$ cat config.mk
export PLATFORM = sky130hd
export DESIGN_NAME = sorted_unique_colour_set_unit
export DESIGN_NICKNAME = d
export VERILOG_FILES = /design/src/hdl/suc_pkg.sv /design/src/hdl/suc_cell.sv /design/src/hdl/sorted_unique_colour_set_unit.sv
export SDC_FILE = /design/constraint.sdc
export NUM_CORES = 1
export LEC_CHECK = 0
export BUFFER_PORTS_ARGS = -buffer_cell sky130_fd_sc_hd__buf_2
export CELL_PAD_IN_SITES_DETAIL_PLACEMENT = 2
export CELL_PAD_IN_SITES_GLOBAL_PLACEMENT = 2
export CORE_ASPECT_RATIO = 1.5
export CORE_MARGIN = 2
export CORE_UTILIZATION = 34
export DETAILED_ROUTE_END_ITERATION = 12
export PLACE_DENSITY = 0.62
export SLEW_MARGIN = 5
export SYNTH_ARGS = -nofsm -noshare
export SYNTH_HDL_FRONTEND = slang
export SYNTH_SLANG_ARGS = --single-unit
$ cat constraint.sdc
create_clock -name clk -period 6.4 [get_ports clk]
set_clock_uncertainty 0.2 [all_clocks]
set_input_delay 1.92 -clock clk [delete_from_list [all_inputs] [get_ports clk]]
set_output_delay 1.92 -clock clk [all_outputs]
set_load 0.05 [all_outputs]
$ cat src/hdl/suc_pkg.sv
// Shared types and constants of the sorted unique colour set unit.
// Holds request codes, result status codes and the per-cell control structs.
// No dependencies.
`default_nettype none
package suc_pkg;

  localparam int COLOUR_W = 16;
  localparam int INDEX_W  = 4;
  localparam int CMD_W    = 2;
  localparam int STATUS_W = 3;

  typedef enum logic [CMD_W-1:0] {
    CMD_ADD    = 2'd0,
    CMD_LOOKUP = 2'd1,
    CMD_READ   = 2'd2
  } cmd_t;

  typedef enum logic [STATUS_W-1:0] {
    ST_ADDED     = 3'd0,
    ST_PRESENT   = 3'd1,
    ST_FULL      = 3'd2,
    ST_FOUND     = 3'd3,
    ST_NOT_FOUND = 3'd4,
    ST_READ_OK   = 3'd5,
    ST_RANGE     = 3'd6
  } status_t;

  // Broadcast from the top level to every cell.
  typedef struct packed {
    logic                insert;
    logic [COLOUR_W-1:0] colour;
  } cell_ctl_t;

  // Per-cell position info computed by the top level.
  typedef struct packed {
    logic occupied;
    logic rd_sel;
  } cell_pos_t;

  // Compare results a cell reports.
  typedef struct packed {
    logic above;
    logic eq;
  } cell_stat_t;

endpackage
`default_nettype wire

$ cat src/hdl/suc_cell.sv
// One storage cell of the sorted colour chain: holds one entry.
// Compares against the broadcast colour; on insert takes its left neighbor's entry or the broadcast colour.
// Depends on suc_pkg.
`default_nettype none
module suc_cell
  import suc_pkg::*;
(
  input  wire logic                clk,
  input  wire cell_ctl_t           ctl,
  input  wire cell_pos_t           pos,
  input  wire logic                left_above,
  input  wire logic [COLOUR_W-1:0] left_entry,
  output      cell_stat_t          stat,
  output      logic [COLOUR_W-1:0] entry,
  output      logic [COLOUR_W-1:0] rd_data
);

  logic [COLOUR_W-1:0] entry_r;
  logic [COLOUR_W-1:0] entry_nxt;

  always_comb begin
    stat.above = !pos.occupied || (entry_r >= ctl.colour);
    stat.eq    = pos.occupied && (entry_r == ctl.colour);
  end

  always_comb begin
    entry_nxt = entry_r;
    if (ctl.insert) begin
      if (left_above) begin
        entry_nxt = left_entry;
      end else if (stat.above) begin
        entry_nxt = ctl.colour;
      end
    end
  end

  always_ff @(posedge clk) begin
    entry_r <= entry_nxt;
  end

  assign entry   = entry_r;
  assign rd_data = (pos.rd_sel && pos.occupied) ? entry_r : '0;

endmodule
`default_nettype wire

$ cat src/hdl/sorted_unique_colour_set_unit.sv
// Top level of the sorted unique colour set unit.
// Instantiates a row of suc_cell and registers the result. Depends on suc_pkg.
//
// Usage:
//   Input channel: a request is taken at a rising edge with start high and busy
//   low. busy stays low: every cycle can carry a request. in_command selects add
//   (insert in ascending order), look up, or read entry at in_index (codes 2 and
//   3 both read).
//   Result channel: one result per request, shown for exactly one cycle with
//   out_valid high, on the cycle right after the request is taken. It carries the
//   status, the count after the request, and the entry read (zero otherwise).
//   Throughput is 1 request per cycle: all CAPACITY cells
//   compare the broadcast colour in parallel and shift by one in the same cycle,
//   so the next request sees the updated set.
//   Reset (rst_n low at a clock edge) empties the set and drops any pending
//   result. The receiver cannot stall; results must be taken when shown.
//   Reads reach only the first 16 positions, the range of in_index.
`default_nettype none
module sorted_unique_colour_set_unit
  import suc_pkg::*;
#(
  parameter int CAPACITY = 16,
  parameter int CNT_W    = $clog2(CAPACITY + 1)
) (
  input  wire logic                clk,
  input  wire logic                rst_n,
  input  wire logic                start,
  output      logic                busy,
  input  wire logic [CMD_W-1:0]    in_command,
  input  wire logic [COLOUR_W-1:0] in_colour,
  input  wire logic [INDEX_W-1:0]  in_index,
  output      logic                out_valid,
  output      logic [STATUS_W-1:0] out_status,
  output      logic [CNT_W-1:0]    out_count,
  output      logic [COLOUR_W-1:0] out_colour_out
);

  localparam logic [CNT_W-1:0] CAP_CNT = CNT_W'(CAPACITY);

  logic [CNT_W-1:0]    count_r;
  logic [CNT_W-1:0]    count_nxt;
  logic                out_valid_r;
  logic                out_valid_nxt;
  status_t             status_r;
  status_t             status_nxt;
  logic [CNT_W-1:0]    out_count_r;
  logic [COLOUR_W-1:0] colour_out_r;
  logic [COLOUR_W-1:0] colour_out_nxt;

  cell_ctl_t           ctl;
  cell_pos_t           pos   [CAPACITY];
  cell_stat_t          stat  [CAPACITY];
  logic [COLOUR_W-1:0] entry [CAPACITY];
  logic [COLOUR_W-1:0] rd    [CAPACITY];
  logic [CAPACITY-1:0] eq_vec;
  logic [CAPACITY-1:0] hit_vec;

  logic                accept;
  logic                is_add;
  logic                is_lookup;
  logic                present;
  logic                full;
  logic                rd_hit;
  logic [COLOUR_W-1:0] rd_word;

  assign busy   = 1'b0;
  assign accept = start && !busy;

  always_comb begin
    is_add    = 1'b0;
    is_lookup = 1'b0;
    unique case (cmd_t'(in_command))
      CMD_ADD:    is_add    = 1'b1;
      CMD_LOOKUP: is_lookup = 1'b1;
      default:    ;
    endcase
  end

  assign present    = |eq_vec;
  assign full       = (count_r == CAP_CNT);
  assign ctl.colour = in_colour;
  assign ctl.insert = accept && is_add && !present && !full;

  genvar k;
  generate
    for (k = 0; k < CAPACITY; k++) begin : g_cell
      assign pos[k].occupied = (k < int'(count_r));
      assign pos[k].rd_sel   = (int'(in_index) == k);
      assign eq_vec[k]       = stat[k].eq;
      assign hit_vec[k]      = pos[k].occupied && pos[k].rd_sel;

      if (k == 0) begin : g_head
        suc_cell u_cell (
          .clk        (clk),
          .ctl        (ctl),
          .pos        (pos[k]),
          .left_above (1'b0),
          .left_entry ({COLOUR_W{1'b0}}),
          .stat       (stat[k]),
          .entry      (entry[k]),
          .rd_data    (rd[k])
        );
      end else begin : g_body
        suc_cell u_cell (
          .clk        (clk),
          .ctl        (ctl),
          .pos        (pos[k]),
          .left_above (stat[k-1].above),
          .left_entry (entry[k-1]),
          .stat       (stat[k]),
          .entry      (entry[k]),
          .rd_data    (rd[k])
        );
      end
    end
  endgenerate

  always_comb begin
    rd_word = '0;
    for (int i = 0; i < CAPACITY; i++) begin
      rd_word = rd_word | rd[i];
    end
  end

  assign rd_hit = |hit_vec;

  always_comb begin
    count_nxt      = count_r + CNT_W'(ctl.insert);
    out_valid_nxt  = accept;
    colour_out_nxt = '0;
    if (is_add) begin
      if (present) begin
        status_nxt = ST_PRESENT;
      end else if (full) begin
        status_nxt = ST_FULL;
      end else begin
        status_nxt = ST_ADDED;
      end
    end else if (is_lookup) begin
      status_nxt = present ? ST_FOUND : ST_NOT_FOUND;
    end else if (rd_hit) begin
      status_nxt     = ST_READ_OK;
      colour_out_nxt = rd_word;
    end else begin
      status_nxt = ST_RANGE;
    end
  end

  always_ff @(posedge clk) begin
    if (!rst_n) begin
      count_r     <= '0;
      out_valid_r <= 1'b0;
    end else begin
      count_r     <= count_nxt;
      out_valid_r <= out_valid_nxt;
    end
  end

  always_ff @(posedge clk) begin
    if (accept) begin
      status_r     <= status_nxt;
      out_count_r  <= count_nxt;
      colour_out_r <= colour_out_nxt;
    end
  end

  assign out_valid      = out_valid_r;
  assign out_status     = status_r;
  assign out_count      = out_count_r;
  assign out_colour_out = colour_out_r;

endmodule
`default_nettype wire

==> Yosys cells after proc, flatten, opt, wreduce, memory -nomap -nowiden <==
Cells that the tools add are included.
{ "op_classes": {"n_addsub": 1, "order_cmp": 32, "eq_ne": 33, "n_mux": 54, "bitwise_logic": 16, "n_reduce_logical": 105} }
{ "op_table": {"columns": ["op", "n"], "rows": [
  ["$mux W16", 46],
  ["$eq A16 B16 Y1", 16],
  ["$ge A16 B16 Y1", 16],
  ["$or A16 B16 Y16", 15],
  ["$lt A4 B5 Y1 const A", 8],
  ["$logic_and A1 B1 Y1", 35],
  ["$eq A4 B4 Y1 const B", 8],
  ["$reduce_and A2 Y1", 16],
  ["$reduce_or A16 Y1", 2],
  ["$reduce_bool A2 Y1", 15],
  ["$lt A3 B5 Y1 const A", 4],
  ["$logic_not A1 Y1", 18],
  ["$eq A4 B3 Y1 const B", 4],
  ["$logic_or A1 B1 Y1", 16],
  ["$lt A1 B5 Y1 const A", 2],
  ["$lt A2 B5 Y1 const A", 2],
  ["$mux W3", 3],
  ["$eq A4 B2 Y1 const B", 2],
  ["$mux W2", 3],
  ["$add A5 B1 Y5", 1],
  ["$eq A5 B5 Y1 const B", 1],
  ["$eq A4 B1 Y1 const B", 1],
  ["$logic_not A4 Y1", 1],
  ["$reduce_or A3 Y1", 1],
  ["other kinds (4)", 5]
]} }
{ "totals": {"register_bits": 286, "inputBits": 25, "output_inout_bits": 26, "wordCells": 262} }

==> Longest topological paths before layout <==
{ "logic_depth": {"ltp_word": 18, "ltp_mapped": 16, "mapped_depth_nobuf": 14} }

==> Cells and area by module <==
Synthesis repeated with hierarchy kept, for this count alone.
{ "unflattened": {"hier_cells": 2320, "area_unflattened_um2": 21207.8} }
{ "by_module_without_submodules": {"columns": ["module", "n_inst", "cells_per_inst", "area_each_um2", "seq_area_each_um2"], "rows": [
  ["suc_cell", 16, 129, 1178.6, 480.5],
  ["sorted_unique_colour_set_unit", 1, 256, 2349.8, 840.8]
]} }

==> Least setup slack after synthesis <==
No wires, ideal clock.
{ "synth_timing": {"path_type": "input to register", "startpoint": "in in_colour[10]", "endpoint": "reg g_cell[15].g_body.u_cell.entry_r[0], enable pin", "setup_ns": 0.394, "arrival_time_ns": 5.012, "slack_ns": 0.794, "cell_stages": 11, "n_path_buf": 2, "cell_sequence": "clkbuf_1 -> inv_1 -> ha_1 -> nand4_1 -> or4_1 -> o22ai_1 -> or3_1 -> nor4_4 -> nand4_2 -> buf_2 -> a21oi_1"} }
{ "synth_between": {"elab_chain_cells": 7} }
{ "synth_lines": {"columns": ["element", "line_no", "source"], "rows": [
  ["start, declared", "sorted_unique_colour_set_unit.sv:30", "input wire logic [COLOUR_W-1:0] in_colour,"],
  ["parallel branches: the longest is 6 deep, another holds $ge A16 B16 Y1", null, null],
  ["$reduce_and A2 Y1 (no source line) *", null, null],
  ["end signal, assigned", "suc_cell.sv:38", "entry_r <= entry_nxt;"],
  ["end, declared", "suc_cell.sv:18", "logic [COLOUR_W-1:0] entry_r;"]
]} }
Every way passes the cells marked *.
A chain may end at the register's enable or synchronous reset.

==> Final worst setup path <==
{ "layout_timing": {"startpoint": "in in_colour[5]", "endpoint": "reg count_r[4]"} }
{ "layout_between": {"elab_chain_cells": 7} }
{ "layout_lines": {"columns": ["element", "line_no", "source"], "rows": [
  ["$eq A16 B16 Y1", "suc_cell.sv:23", "stat.eq = pos.occupied && (entry_r == ctl.colour);"],
  ["$logic_and A1 B1 Y1", "suc_cell.sv:23", null],
  ["$reduce_or A16 Y1 *", "sorted_unique_colour_set_unit.sv:79", "assign present = |eq_vec;"],
  ["$logic_not A1 Y1 *", "sorted_unique_colour_set_unit.sv:82", "assign ctl.insert = accept && is_add && !present && !full;"],
  ["$logic_and A1 B1 Y1 * (2 in series)", "sorted_unique_colour_set_unit.sv:82", null],
  ["$add A5 B1 Y5 *", "sorted_unique_colour_set_unit.sv:128", "count_nxt = count_r + CNT_W'(ctl.insert);"],
  ["net count_nxt[4]", "sorted_unique_colour_set_unit.sv:41", "logic [CNT_W-1:0] count_nxt;"],
  ["end signal, assigned", "sorted_unique_colour_set_unit.sv:154", "count_r <= count_nxt;"],
  ["end, declared", "sorted_unique_colour_set_unit.sv:40", "logic [CNT_W-1:0] count_r;"]
]} }
Mark *: on every way through the listed nets, which the timed path passes. The rest lies on a longest branch.

==> metrics.txt <==
total track usage 0.2751; synth-to-layout area growth 14.47%; GP Congestion 0.8779; final setup violating endpoints 0; CP startpoint kind input port; Buffers on Ports 49; Worst Hold Class register to register; run status complete, no violations; most frequent cells in the layout edfxtp_1, ha_1, mux2_2; Slowest-stage cell, CP or4_1; Initial Util 0.3434; CP peak stage delay 730 ps; CP arrival 5740 ps; synthesized area 19080 um^2; achievable clock frequency 0.1815 GHz; first-pass GRT wire length 113.5 mm; measured slew at the worst slew-check pin 925.6 ps; number of synthesized flops with an enable pin 280; clk buf depth 3; Max Cap Viol 0; # DRC 0; Syn Nets 1837; Detail Route Antenna Nets 0; first-pass iteration count of the detailed router 7; CP Cell Sequence buf_2, inv_1, ha_1, nand4_1, or4_1, o2111ai_1, nor4_4, nand4_2, inv_1, ha_1, ha_1, nand3_1, xnor2_1, and2_1; Root Driver clkbuf_16; Inserted Diodes 0; post-DR wirelength/cell 33.51 um; Clock Sinks 286; H-tree levels 2; crit-path max FO 17; CORE AREA 55570 um^2; Post-Syn Instances 1554; Top-Level Pins 51; Synth top area share 0.4406; top cells by area, synth edfxtp_1, ha_1, mux2_2; final hold violation count 0; cell taking the most area after synthesis edfxtp_1; final period utilization 0.8607; Most common cell on crit path ha_1; post-synth cell types 52; Final Non-Filler Cells 2386; GR Overflow Total 0; #FFs+latches synth 286; CP Class input port to register; share of cells above drive strength 1 0.2643; Final Instance Area 21840 um^2; vias per cell 6.197; CTS tree yes; FP Rows 106; CTS clock-pin slew for the worst setup and hold paths 70 ps; die width 197.4 um; initial antenna violation count 1; Hold-fix buffers, CTS 0; first-iteration detailed-routing DRC count 1188; worst skew pair latency 560 ps; Peak VDD IR 0.2101 mV; largest net degree at the start of global routing 27; setup TNS 0 ps; Leakage 8.536 nW; total number of vias 14790; Cell Area, Placed 20740 um^2; Pwr Density 213.4 nW/um^2; main flop type after synthesis edfxtp_1; CP required 6630 ps; drt total wl 79.95 mm; crit end category register; Async S/R FF share, synth 0; unrepaired setup endpoints after global routing no; post-CTS setup buffers 0; die height 294.1 um; fin. max-slew vios 0; syn avg cell area 12.28 um^2; max_slew headroom 0.3772; Period minus WS final 5509 ps; commonest non-fill, non-tap cell in the layout edfxtp_1; TritonCTS buffer count 35; post-synthesis sequential area ratio 0.4469; die area 58070 um^2; Final #Nets 1942; vias in the first global route 16050; Ys Warns 0; DP HPWL 63.96 mm; Cells after DPL 2324; number of gates resized after cts 0
cell usage after synthesis (17+ instances only):
cell type  instances
a22oi_1           81
clkbuf_1          51
nor2b_1           22
mux2_2           228
a21oi_1          101
inv_1             46
nand3_1           34
and2_1            19
edfxtp_1         280
a21o_1            92
nand4_1           65
o21ai_0           47
ha_1             258
nand2_1           50
nor4_1            17
final cells by class:
cell class	instances	area [um^2]
flip-flops and latches	286	8528
multi-input cells	1163	10280
clock inverters	16	142.6
inverters	46	172.7
clock buffers	46	958.4
repair buffers	127	880.8
well taps	702	878.3
fillers	5720	33730
registers in the layout, summed over array words and instances, names as in the netlist:
signal	flops
g_cell.g_body.u_cell.entry	240
count_r	5
out_status	3
out_count	5
out_valid	1
out_colour_out	16
g_cell.g_head.u_cell.entry	16
through the flow:
step                setup slack, ps  power, W  hold WS (ps)  utilization
floorplan                     793.8  0.002457         340.9            -
global placement              435.5  0.002673         397.7       0.3733
detailed placement            355.2  0.002701         408.5       0.3733
CTS                           918.8  0.004701         417.1       0.3931
global route                  710.6  0.004800         431.9       0.3931
finish                        891.3  0.004662         414.0       0.3931
cells by family after synthesis:
family | after synthesis | synth area share
buffers and inverters | 105 | 0.02190
other | 1 | 0.0001965
flip-flops | 286 | 0.4469
XOR/XNOR | 3 | 0.001377
adder cells (fa/ha/maj) | 258 | 0.1692
AND/OR/NAND/NOR | 276 | 0.08472
multiplexers | 228 | 0.1345
AO/OA/AOI/OAI | 397 | 0.1412
worst max-delay path: cells and delay by family:
family	cells	cell delay, ps
buf+inv	3	800
simple gates	6	1550
fa+ha+maj	3	870
compound gates	1	470
xor+xnor	1	100
worst paths after layout:
check	depth (start not counted)	end	slack, ps	from
max	14	count_r[4]	890	in_colour[5]
min	1	g_cell[7].g_body.u_cell.entry[15]	410	g_cell[6].g_body.u_cell.entry[15]
max reg2reg	9	g_cell[10].g_body.u_cell.entry[10]	2110	count_r[4]
min reg2reg	1	g_cell[7].g_body.u_cell.entry[15]	410	g_cell[6].g_body.u_cell.entry[15]
power breakdown:
part           total (W)  internal [W]  leakage [nW]  switching, W
sequential       0.00215       0.00210          2.65     0.0000512
combinational   0.000508      0.000179          5.35      0.000329
clock            0.00200       0.00114         0.541      0.000860
total            0.00466       0.00342          8.54       0.00124
layer usage:
metal  vias to the layer above  global-route usage  wire length, um
li1                       6491                   -                -
met1                      7738              0.3227            31310
met2                       409              0.5046            41650
met3                       147             0.02533             3077
met4                         0              0.1232             3902
met5                         -                   0                0
Note: power is estimated with default switching activity, not from simulation.
